### src/lfrd_pkg.sv
`timescale 1ns / 1ps

package lfrd_pkg;

    localparam int MAX_RESOURCES_DEF = 16;
    localparam int START_W           = 32;
    localparam int TIME_W            = 48;
    localparam int COUNT_W           = 32;
    localparam int RES_W             = 4;
    localparam int CFG_W             = 5;

    localparam logic [CFG_W-1:0]   CFG_RESET = CFG_W'(16);
    localparam logic [TIME_W-1:0]  TIME_MAX  = '1;
    localparam logic [COUNT_W-1:0] COUNT_MAX = '1;

    typedef struct packed {
        logic [START_W-1:0] start_time;
        logic [START_W-1:0] end_time;
        logic               last_job;
    } job_t;

    typedef struct packed {
        logic [RES_W-1:0]  resource_assigned;
        logic [TIME_W-1:0] actual_start;
        logic [RES_W-1:0]  busiest_resource;
        logic              batch_done;
    } result_t;

    typedef enum logic [1:0] {
        ST_IDLE,
        ST_SCAN,
        ST_TAIL,
        ST_COMMIT
    } state_t;

endpackage

### src/lowest_free_room_dispatcher_unit.sv
`timescale 1ns / 1ps

// channel   valid       ready       payload
// job       job_valid   job_ready   job         (lfrd_pkg::job_t)
// result    res_valid   res_ready   res         (lfrd_pkg::result_t)
// config    cfg_wr_en   -           cfg_wr_data (resources_in_use)
//
// A job is accepted in idle, then scanned with one read of the free-time and use-count
// memories per active resource; a tail state covers the registered read, and then comes
// one read-modify-write commit. No new job is accepted before that commit fires.
// Reset clears the per-entry valid bits at once; the last job of a batch does the same.
// A stalled result beat holds the commit cycle; no new job is taken while it waits.
module lowest_free_room_dispatcher_unit #(
    parameter int MAX_RESOURCES = lfrd_pkg::MAX_RESOURCES_DEF
) (
    input  logic                        clk,
    input  logic                        rst_n,
    input  logic                        job_valid,
    output logic                        job_ready,
    input  lfrd_pkg::job_t              job,
    output logic                        res_valid,
    input  logic                        res_ready,
    output lfrd_pkg::result_t           res,
    input  logic                        cfg_wr_en,
    input  logic [lfrd_pkg::CFG_W-1:0]  cfg_wr_data
);
    import lfrd_pkg::*;

    localparam int IDX_W = (MAX_RESOURCES > 1) ? $clog2(MAX_RESOURCES) : 1;

    logic [TIME_W-1:0]  ft_mem  [MAX_RESOURCES];
    logic [COUNT_W-1:0] cnt_mem [MAX_RESOURCES];

    state_t state_reg, state_next;

    logic [CFG_W-1:0]         cfg_reg;
    logic [IDX_W-1:0]         last_idx;
    job_t                     job_reg;
    logic [MAX_RESOURCES-1:0] ent_vld_reg;

    logic [IDX_W-1:0]   scan_cnt_reg;
    logic               chk_vld_reg;
    logic [IDX_W-1:0]   chk_idx_reg;
    logic [TIME_W-1:0]  ft_rd_reg;
    logic [COUNT_W-1:0] cnt_rd_reg;
    logic               vld_rd_reg;
    logic [TIME_W-1:0]  ft_eff;
    logic [COUNT_W-1:0] cnt_eff;

    logic               found_reg,    found_next;
    logic [IDX_W-1:0]   pick_reg,     pick_next;
    logic [TIME_W-1:0]  pick_ft_reg,  pick_ft_next;
    logic [COUNT_W-1:0] pick_cnt_reg, pick_cnt_next;
    logic [IDX_W-1:0]   best_reg,     best_next;
    logic [COUNT_W-1:0] best_cnt_reg, best_cnt_next;

    logic               accept;
    logic               scan_en;
    logic               commit_fire;
    logic               mem_we;
    logic [TIME_W-1:0]  start_ext;
    logic [START_W-1:0] dur;
    logic [TIME_W-1:0]  begin_time;
    logic [TIME_W:0]    end_sum;
    logic [TIME_W-1:0]  ft_wdata;
    logic [COUNT_W-1:0] cnt_wdata;
    logic [IDX_W-1:0]   busiest;

    logic               res_valid_reg;
    result_t            res_reg;

    always_comb
    begin
        if (cfg_reg == '0)
        begin
            last_idx = '0;
        end
        else if (int'(cfg_reg) > MAX_RESOURCES)
        begin
            last_idx = IDX_W'(MAX_RESOURCES - 1);
        end
        else
        begin
            last_idx = IDX_W'(cfg_reg - CFG_W'(1));
        end
    end

    // next state
    always_comb
    begin
        state_next = state_reg;
        case (state_reg)
            ST_IDLE:
            begin
                if (job_valid)
                begin
                    state_next = ST_SCAN;
                end
            end
            ST_SCAN:
            begin
                if (scan_cnt_reg == last_idx)
                begin
                    state_next = ST_TAIL;
                end
            end
            ST_TAIL:
            begin
                state_next = ST_COMMIT;
            end
            ST_COMMIT:
            begin
                if (commit_fire)
                begin
                    state_next = ST_IDLE;
                end
            end
            default:
            begin
                state_next = ST_IDLE;
            end
        endcase
    end

    // outputs of the sequencer
    always_comb
    begin
        job_ready   = 1'b0;
        scan_en     = 1'b0;
        commit_fire = 1'b0;
        case (state_reg)
            ST_IDLE:
            begin
                job_ready = 1'b1;
            end
            ST_SCAN:
            begin
                scan_en = 1'b1;
            end
            ST_TAIL:
            begin
            end
            ST_COMMIT:
            begin
                commit_fire = !res_valid_reg || res_ready;
            end
            default:
            begin
            end
        endcase
    end

    assign accept = job_valid && job_ready;
    assign mem_we = commit_fire && !job_reg.last_job;

    always_ff @(posedge clk or negedge rst_n)
    begin
        if (!rst_n)
        begin
            state_reg    <= ST_IDLE;
            cfg_reg      <= CFG_RESET;
            ent_vld_reg  <= '0;
            scan_cnt_reg <= '0;
            chk_vld_reg  <= 1'b0;
        end
        else
        begin
            state_reg   <= state_next;
            chk_vld_reg <= scan_en;
            if (cfg_wr_en)
            begin
                cfg_reg <= cfg_wr_data;
            end
            if (accept)
            begin
                scan_cnt_reg <= '0;
            end
            else if (scan_en)
            begin
                scan_cnt_reg <= scan_cnt_reg + IDX_W'(1);
            end
            if (commit_fire)
            begin
                if (job_reg.last_job)
                begin
                    ent_vld_reg <= '0;
                end
                else
                begin
                    ent_vld_reg[pick_reg] <= 1'b1;
                end
            end
        end
    end

    always_ff @(posedge clk)
    begin
        if (accept)
        begin
            job_reg <= job;
        end
        chk_idx_reg <= scan_cnt_reg;
        vld_rd_reg  <= ent_vld_reg[scan_cnt_reg];
    end

    always_ff @(posedge clk)
    begin
        if (mem_we)
        begin
            ft_mem[pick_reg] <= ft_wdata;
        end
        if (scan_en)
        begin
            ft_rd_reg <= ft_mem[scan_cnt_reg];
        end
    end

    always_ff @(posedge clk)
    begin
        if (mem_we)
        begin
            cnt_mem[pick_reg] <= cnt_wdata;
        end
        if (scan_en)
        begin
            cnt_rd_reg <= cnt_mem[scan_cnt_reg];
        end
    end

    assign ft_eff    = vld_rd_reg ? ft_rd_reg : '0;
    assign cnt_eff   = vld_rd_reg ? cnt_rd_reg : '0;
    assign start_ext = TIME_W'(job_reg.start_time);

    // track first free entry, earliest release and busiest entry
    always_comb
    begin
        found_next    = found_reg;
        pick_next     = pick_reg;
        pick_ft_next  = pick_ft_reg;
        pick_cnt_next = pick_cnt_reg;
        best_next     = best_reg;
        best_cnt_next = best_cnt_reg;
        if (accept)
        begin
            found_next = 1'b0;
        end
        else if (chk_vld_reg)
        begin
            if (!found_reg)
            begin
                if (ft_eff <= start_ext)
                begin
                    found_next    = 1'b1;
                    pick_next     = chk_idx_reg;
                    pick_cnt_next = cnt_eff;
                end
                else if (chk_idx_reg == '0 || ft_eff < pick_ft_reg)
                begin
                    pick_next     = chk_idx_reg;
                    pick_ft_next  = ft_eff;
                    pick_cnt_next = cnt_eff;
                end
            end
            if (chk_idx_reg == '0 || cnt_eff > best_cnt_reg)
            begin
                best_next     = chk_idx_reg;
                best_cnt_next = cnt_eff;
            end
        end
    end

    always_ff @(posedge clk or negedge rst_n)
    begin
        if (!rst_n)
        begin
            found_reg <= 1'b0;
        end
        else
        begin
            found_reg <= found_next;
        end
    end

    always_ff @(posedge clk)
    begin
        pick_reg     <= pick_next;
        pick_ft_reg  <= pick_ft_next;
        pick_cnt_reg <= pick_cnt_next;
        best_reg     <= best_next;
        best_cnt_reg <= best_cnt_next;
    end

    always_comb
    begin
        dur        = (job_reg.end_time > job_reg.start_time)
                   ? (job_reg.end_time - job_reg.start_time) : '0;
        begin_time = found_reg ? start_ext : pick_ft_reg;
        end_sum    = {1'b0, begin_time} + (TIME_W + 1)'(dur);
        ft_wdata   = end_sum[TIME_W] ? TIME_MAX : end_sum[TIME_W-1:0];
        cnt_wdata  = (pick_cnt_reg == COUNT_MAX) ? COUNT_MAX : pick_cnt_reg + COUNT_W'(1);
        if (cnt_wdata > best_cnt_reg || (cnt_wdata == best_cnt_reg && pick_reg < best_reg))
        begin
            busiest = pick_reg;
        end
        else
        begin
            busiest = best_reg;
        end
    end

    // hold the result beat until taken
    always_ff @(posedge clk or negedge rst_n)
    begin
        if (!rst_n)
        begin
            res_valid_reg <= 1'b0;
        end
        else if (commit_fire)
        begin
            res_valid_reg <= 1'b1;
        end
        else if (res_ready)
        begin
            res_valid_reg <= 1'b0;
        end
    end

    always_ff @(posedge clk)
    begin
        if (commit_fire)
        begin
            res_reg.resource_assigned <= RES_W'(pick_reg);
            res_reg.actual_start      <= begin_time;
            res_reg.busiest_resource  <= job_reg.last_job ? RES_W'(busiest) : '0;
            res_reg.batch_done        <= job_reg.last_job;
        end
    end

    assign res_valid = res_valid_reg;
    assign res       = res_reg;

endmodule
### config.mk
export PLATFORM = sky130hd
export DESIGN_NAME = lowest_free_room_dispatcher_unit
export DESIGN_NICKNAME = d
export VERILOG_FILES = /design/src/lfrd_pkg.sv /design/src/lowest_free_room_dispatcher_unit.sv
export SDC_FILE = /design/constraint.sdc
export NUM_CORES = 2
export LEC_CHECK = 0
export BUFFER_PORTS_ARGS = -buffer_cell sky130_fd_sc_hd__buf_2
export CAP_MARGIN = 20
export CORE_MARGIN = 3
export CORE_UTILIZATION = 42
export DETAILED_ROUTE_END_ITERATION = 6
export MAX_ROUTING_LAYER = met4
export PLACE_DENSITY_LB_ADDON = 0.1
export SLEW_MARGIN = 20
export SYNTH_ARGS = -nofsm -noshare
export SYNTH_HDL_FRONTEND = slang
export SYNTH_SLANG_ARGS = --single-unit
### constraint.sdc
create_clock -name clk -period 10.1 [get_ports clk]
set_input_delay 2.02 -clock clk [delete_from_list [all_inputs] [get_ports clk]]
set_output_delay 2.02 -clock clk [all_outputs]
set_load 0.01 [all_outputs]
---- After elaboration in Yosys (flattened, before gate mapping) ----
Memory sizes are Yosys's and may differ from the RTL's. A register that Yosys moved wholly into a read port is not among the register bits.
Cells that the tools add are included.
storage, ports and cells
  flip-flop bits (word level) ............. 277
  bits in read-only memories .............. 0
  input bits .............................. 75
  bits in latches ......................... 0
  output and inout port bits .............. 59
  memories ................................ 2
  RAM bits ................................ 1280
memories
  name     words  width  rd ports  clocked after Yosys merged registers in  write ports  RTL line                                RTL
  ft_mem   16     48     1         1                                        1            lowest_free_room_dispatcher_unit.sv:31  logic [TIME_W-1:0] ft_mem [MAX_RESOURCES];
  cnt_mem  16     32     1         1                                        1            lowest_free_room_dispatcher_unit.sv:32  logic [COUNT_W-1:0] cnt_mem [MAX_RESOURCES];
operators by class
  $add $sub $neg .......................... 5
  multiplexer cells ....................... 35
  div/mod/pow operators ................... 0
  reduce and logical (&&, ||, !) cells .... 21
  $mul .................................... 0
  order comparisons ....................... 10
  equal/unequal tests ..................... 9
  bitwise operators ....................... 4
  shifts and indexed selects .............. 0
operators by type and width
  cell                                                         number
  two-way mux 32 bit                                           5
  two-way mux 48 bit                                           3
  greater-than comparator 32 bit                               3
  adder 48 x 32 -> 49 bit                                      1
  less-or-equal comparator 48 x 32 -> 1 bit                    1
  less-than comparator 48 bit                                  1
  adder 32 x 1 -> 32 bit (second input constant)               1
  equality test 32 bit                                         1
  equality test 32 bit (second input constant)                 1
  subtractor 32 bit                                            1
  two-way mux 4 bit                                            7
  two-way mux 16 bit                                           1
  OR 16 bit                                                    1
  two-way mux 1 bit                                            13
  less-than comparator 4 x 5 -> 1 bit (second input constant)  2
  one-hot mux 2 bit (4 select lines)                           1
  nonzero test 2 bit                                           4
  two-way mux 2 bit                                            3
  inequality test 2 bit (second input constant)                3
  AND reduction 3 bit                                          2
  greater-than comparator 5 bit (second input constant)        1
  zero test 5 bit                                              1
  AND reduction 5 bit                                          1
  adder 4 x 1 -> 4 bit (second input constant)                 1
  other kinds (15)                                             25

---- Depth between registers and ports, before layout ----
  depth after elaboration ................. 6
  mapped depth ............................ 26

---- Worst setup path after synthesis ----
OpenSTA, ideal clock, no wires.
  kind .................................... input to register
  start point ............................. input res_ready
  end point ............................... memory cnt_mem[0][0], enable pin
  data arrival time ....................... 8.343 ns
  path slack .............................. 1.138 ns
  required time ........................... 9.481 ns
  path buffers ............................ 0
  cell stages on the path ................. 5
  setup time .............................. 0.619 ns
  cells stage by stage .................... nand2b_1 -> nand2_1 -> or2_2 -> or3_1 -> nor3_1
on the way
  word-level cells in the longest chain between the ends .. 5
RTL lines
  item                                     RTL line                                 RTL
  start: declaration                       lowest_free_room_dispatcher_unit.sv:22   input logic res_ready,
  logical OR 1 bit                         lowest_free_room_dispatcher_unit.sv:145  commit_fire = !res_valid_reg || res_ready;
  two-way mux 1 bit                        lowest_free_room_dispatcher_unit.sv:131  case (state_reg)
  logical AND 1 bit                        lowest_free_room_dispatcher_unit.sv:154  assign mem_we = commit_fire && !job_reg.last_job;
  two-way mux 1 bit                        lowest_free_room_dispatcher_unit.sv:220  if (mem_we)
  two-way mux 1 bit (not written as such)  lowest_free_room_dispatcher_unit.sv:222  cnt_mem[pick_reg] <= cnt_wdata;
  end: declaration                         lowest_free_room_dispatcher_unit.sv:32
No other way between the ends.

---- Worst setup path after layout ----
  start point ............................. register job_reg[42] (netlist name)
  end point ............................... memory ft_mem[13][11], data pin
on the way
  word-level cells in the longest chain between the ends .. 4
  elaborated cells on any way between the ends .. 6
  classes of those cells .................. add/sub (2); order compare (1); mux (3)
RTL lines
  item                                                                 RTL line                                                                          RTL
  start: declaration                                                   lowest_free_room_dispatcher_unit.sv:38                                            job_t job_reg;
  start signal: assignment                                             lowest_free_room_dispatcher_unit.sv:200                                           job_reg <= job;
  subtractor 32 bit or greater-than comparator 32 bit (tied branches)  lowest_free_room_dispatcher_unit.sv:296, lowest_free_room_dispatcher_unit.sv:295
  two-way mux 32 bit                                                   lowest_free_room_dispatcher_unit.sv:296                                           ? (job_reg.end_time - job_reg.start_time) : '0;
  adder 48 x 32 -> 49 bit *                                            lowest_free_room_dispatcher_unit.sv:298                                           end_sum = {1'b0, begin_time} + (TIME_W + 1)'(dur);
  two-way mux 48 bit *                                                 lowest_free_room_dispatcher_unit.sv:299                                           ft_wdata = end_sum[TIME_W] ? TIME_MAX : end_sum[TIME_W-1:0];
  named net ft_wdata[11]                                               lowest_free_room_dispatcher_unit.sv:65                                            logic [TIME_W-1:0] ft_wdata;
  end: declaration                                                     lowest_free_room_dispatcher_unit.sv:31
The timed path passes the listed nets; every way through them passes the cells marked *.

==> implementation parameters <==
Parameter                              Value

Routing
  First-pass iteration count of the detailed router ... 5
  Average wire per standard cell ... around 28 um
  DRC violation count after routing ... 0
  Drt total wl ... 172400 um
  Vias after detailed routing ... 34640
  Detail Route Antenna Nets ... 0
  Avg Vias per Cell ... 5.602
  Violation count after the first detailed-route iteration ... 3075

Timing
  Sum of negative setup slack ... 0 ns
  Final min period ... 6.702 ns
  Number of hold violations in the final report ... 0
  Peak clock frequency supported by timing ... 149.2 MHz
  Count of final max-slew check failures ... 0
  Actual slew at the worst max-slew pin ... 1.030 ns
  Final Cycle Share ... 66.35%
  Worst hold margin ... 0.4456 ns
  Worst setup margin ... about 3.4 ns
  Number of setup violations in the final report ... 0
  Worst Clk Skew ... between 0.03 and 0.04 ns
  Relative slew slack ... 31.19%
  RSZ-0062 raised after global routing ... false

Power
  Leakage Power ... approximately 26 nW
  Combinational share of power ... between 20% and 30%
  Total net switching power ... 7.318 mW
  Sw Ratio ... 31.87%
  Relative contribution of the clock network to total power ... roughly a quarter
  Worst IR drop on VDD ... 0.1972 mV
  Sequential share of power ... 44.3%
  Power per unit of standard cell area ... a little under 300 nW/um2
  Total internal power ... about 16 mW
  Total chip power ... roughly 23 mW

Cells and area
  Proportion of layout cells with a drive suffix above 1 ... 22.68%
  Post-route design area ... between 70000 and 80000 um2
  Final #Nets ... around 4200
  Count of non-filler cells in the finished layout ... ~6200
  Relative area change from synthesis to final layout ... 13.13%
  Flip-flop count of the largest register, all copies and words added ... 768
  Fillers ... ~13000
  Fraction of the core area covered by cells at the end of the flow ... 48.07%

Worst setup path
  Crit path cell chain ... inv_1 -> ha_1 -> a211oi_1 -> nor2_1 -> o41ai_2 -> o32ai_1 -> a21o_1 -> o21ai_1 -> o21ai_1 -> a21oi_2 -> buf_4 -> nor2_1 -> ha_1 -> fa_1 -> a211oi_1 -> o21ai_1 -> nand2_2 -> o31ai_4 -> a21oi_4 -> o21ai_2 -> and4_4 -> nand2_4 -> nand3_1
  Category of cells accounting for the largest share of critical-path delay ... compound AO/OA/AOI/OAI gates
  Register-to-Register Setup Slack ... 3.40 ns
  Critical path capture point type ... flip-flop
  Number of stages on the worst setup path ... 23
  CP max stage cell ... nand2_4
  Data required, critical path ... 10.46 ns
  Most numerous cell on the critical path ... o21ai_1
  Worst r2r path cells ... 23
  Worst flop-to-flop path startpoint ... job_reg[42]$_DFFE_PP_
  Data arrival, critical path ... 7.06 ns
  Critical path capture point ... ft_mem[13][11]$_DFFE_PP_
  Endpoint of the worst-slack reg-to-reg timing path ... ft_mem[13][11]$_DFFE_PP_
  Startpoint kind of the worst setup timing path ... flip-flop
  Critical Path Max Stage Delay ... 0.59 ns
  Worst Path Buf+Inv ... 2
  Crit Path Class ... flip-flop to flip-flop
  Launch point of the critical path ... job_reg[42]$_DFFE_PP_
  CP Max Fanout ... 43

Floorplan
  Initial standard-cell utilization of the core ... 42.48%
  Height of the chip ... 409.9 um
  IO Pins ... 134
  Die outline area ... roughly 170000 um2
  Area inside the core boundary ... 161300 um2
  Die span in x ... between 400 and 500 um
  Row cnt ... 147

Synth
  Number of library cell types mapped by synthesis ... 89
  Post-synthesis cell count ... approximately 3600
  Synthesized-area fraction occupied by adder cells ... 4.020%
  Cell types with the largest area share after synthesis ... edfxtp_1 (70%), mux4_2 (13%), ha_1 (4.0%), dfrtp_1 (1.1%), nand2_1 (0.97%)
  Largest family of logic cells by synthesized area ... multiplexers
  Number of storage elements in the synthesis netlist ... approximately 1600
  Post-synth net total ... 3937
  Post-synthesis area per instance ... around 19 um2
  Primary FF master, synth ... edfxtp_1
  Synth area leader ... edfxtp_1
  Complex-gate fraction of the synthesized area ... 3.867%
  Post-Synth Simple-Gate Area ... 4.393%
  Warnings from Yosys ... 0
  Count of flip-flops with a built-in enable after synthesis ... 1602
  Area share of the largest cell type after synthesis ... a little over two thirds
  Xor/xnor cell area share of the yosys netlist ... about 1.2%
  Post-synthesis sequential area ratio ... 71.44%
  Async set-reset flop share out of synthesis ... between 1.5 and 2%
  Mux cell area share after synthesis ... a little over an eighth
  Synth Cell Area ... 68530 um2

Run
  Count of max-cap constraint violations ... 0

Placement
  Final estimated routing congestion in global placement ... 0.8580
  DP Worst Slack ... 3.389 ns
  Placed cell areas ... 72090 um2
  Total half-perimeter wirelength after legalization and detailed placement ... 98640 um
  Total of buffers placed on input and output ports ... 133
  Count of placed standard cells including taps ... roughly 5900

Worst hold path
  Worst min-delay path category ... flip-flop to flip-flop

Clocking
  Number of CTS-inserted buffers ... 175
  Setup Fix Bufs, Post-CTS ... 0
  Clock latency at the later pin of the worst-skew pair ... 0.82 ns
  Depth of the CTS H-tree ... 4
  Clock-pin slew on the worst setup and hold paths ... 0.06 ns
  CTS Root Cell ... clkbuf_16
  Post-CTS Hold Buffers ... 0
  Number of sinks on the clock net ... 1637
  TritonCTS clock tree ... built
  Number of gates resized after cts ... 0
  Largest buffer count on any clock path ... 3

GRT
  Global route total overflow ... 0
  Via count of the first global-routing pass ... 35800
  Pin count of the biggest net entering global routing ... about 110
  Initial antenna violation count ... 5
  GRT Resource Usage Total ... 21.34%
  Wire length of the first global-routing pass ... 252300 um

Outcome
  Result of the run ... finished, final reports clean
## area by class of cell
cell class | count | area, um2 | share of cell area, %
sequential | 1637 | 48980 | 63.18
inverter | 140 | 528.0 | 0.6810
antenna | 1 | 2.502 | 0.003228
clock buffer | 230 | 4648 | 5.995
tap | 2160 | 2703 | 3.486
multi-input combinational | 1727 | 18640 | 24.05
clock inverter | 92 | 785.8 | 1.013
timing repair buffer | 196 | 1239 | 1.598
## worst min-delay path by stage
stage                                startpoint                endpoint  slack (ns)  depth (start not counted)
floorplan           scan_cnt_reg[0]$_DFFE_PN0P_  chk_idx_reg[0]$_DFF_P_        0.37                          0
global placement         chk_idx_reg[1]$_DFF_P_   pick_reg[1]$_DFFE_PP_        0.43                          0
detailed placement       chk_idx_reg[2]$_DFF_P_   best_reg[2]$_DFFE_PP_        0.43                          0
CTS                      chk_idx_reg[2]$_DFF_P_   pick_reg[2]$_DFFE_PP_        0.45                          0
global route             chk_idx_reg[1]$_DFF_P_   pick_reg[1]$_DFFE_PP_        0.47                          0
finish                   chk_idx_reg[2]$_DFF_P_   pick_reg[2]$_DFFE_PP_        0.45                          0
## placed cells by master (no fill, tap or decap), types with 55 or more instances in the layout
cell and n:
clkbuf_16 177, nand2_1 177, inv_1 138, buf_2 133, and2_1 83, o21ai_0 96, a21o_1 83, nor2_1 109
buf_4 55, mux4_2 405, edfxtp_1 1602, a21oi_1 93, ha_1 216
## Yosys cell counts, drive strengths merged (42+ instances only)
master	instances
a21o	83
a21oi	96
and2	84
buf	52
clkbuf	87
edfxtp	1602
ha	217
inv	140
mux4	405
nand2	180
nand3	44
nand4	46
nor2	121
o21ai	105
xnor2	42
xor2	51
## metal layers
layer | wire length, um | global-route usage (%) | up-vias
met1 | 74950 | 28.60 | 18380
met5 | 0 | - | -
met4 | 4394 | 5.876 | 0
met2 | 85730 | 34.55 | 821
met3 | 7327 | 2.876 | 241
li1 | - | - | 15200
## power groups by stage
stage	Sequential [mW]	Combinational, mW	Clock (mW)
global placement	10.3	6.82	0
CTS	10.2	6.87	6.23
global route	10.2	7.39	6.51
finish	10.2	6.73	6.07
floorplan	10.1	4.66	0
detailed placement	10.3	6.84	0
## cells by family after synthesis
family | Yosys count
AO/OA/AOI/OAI | 399
XOR/XNOR | 93
adder cells (fa/ha/maj) | 219
buffers and inverters | 279
flip-flops | 1637
multiplexers | 416
AND/OR/NAND/NOR | 600
Power figures use the tool's default switching activity.
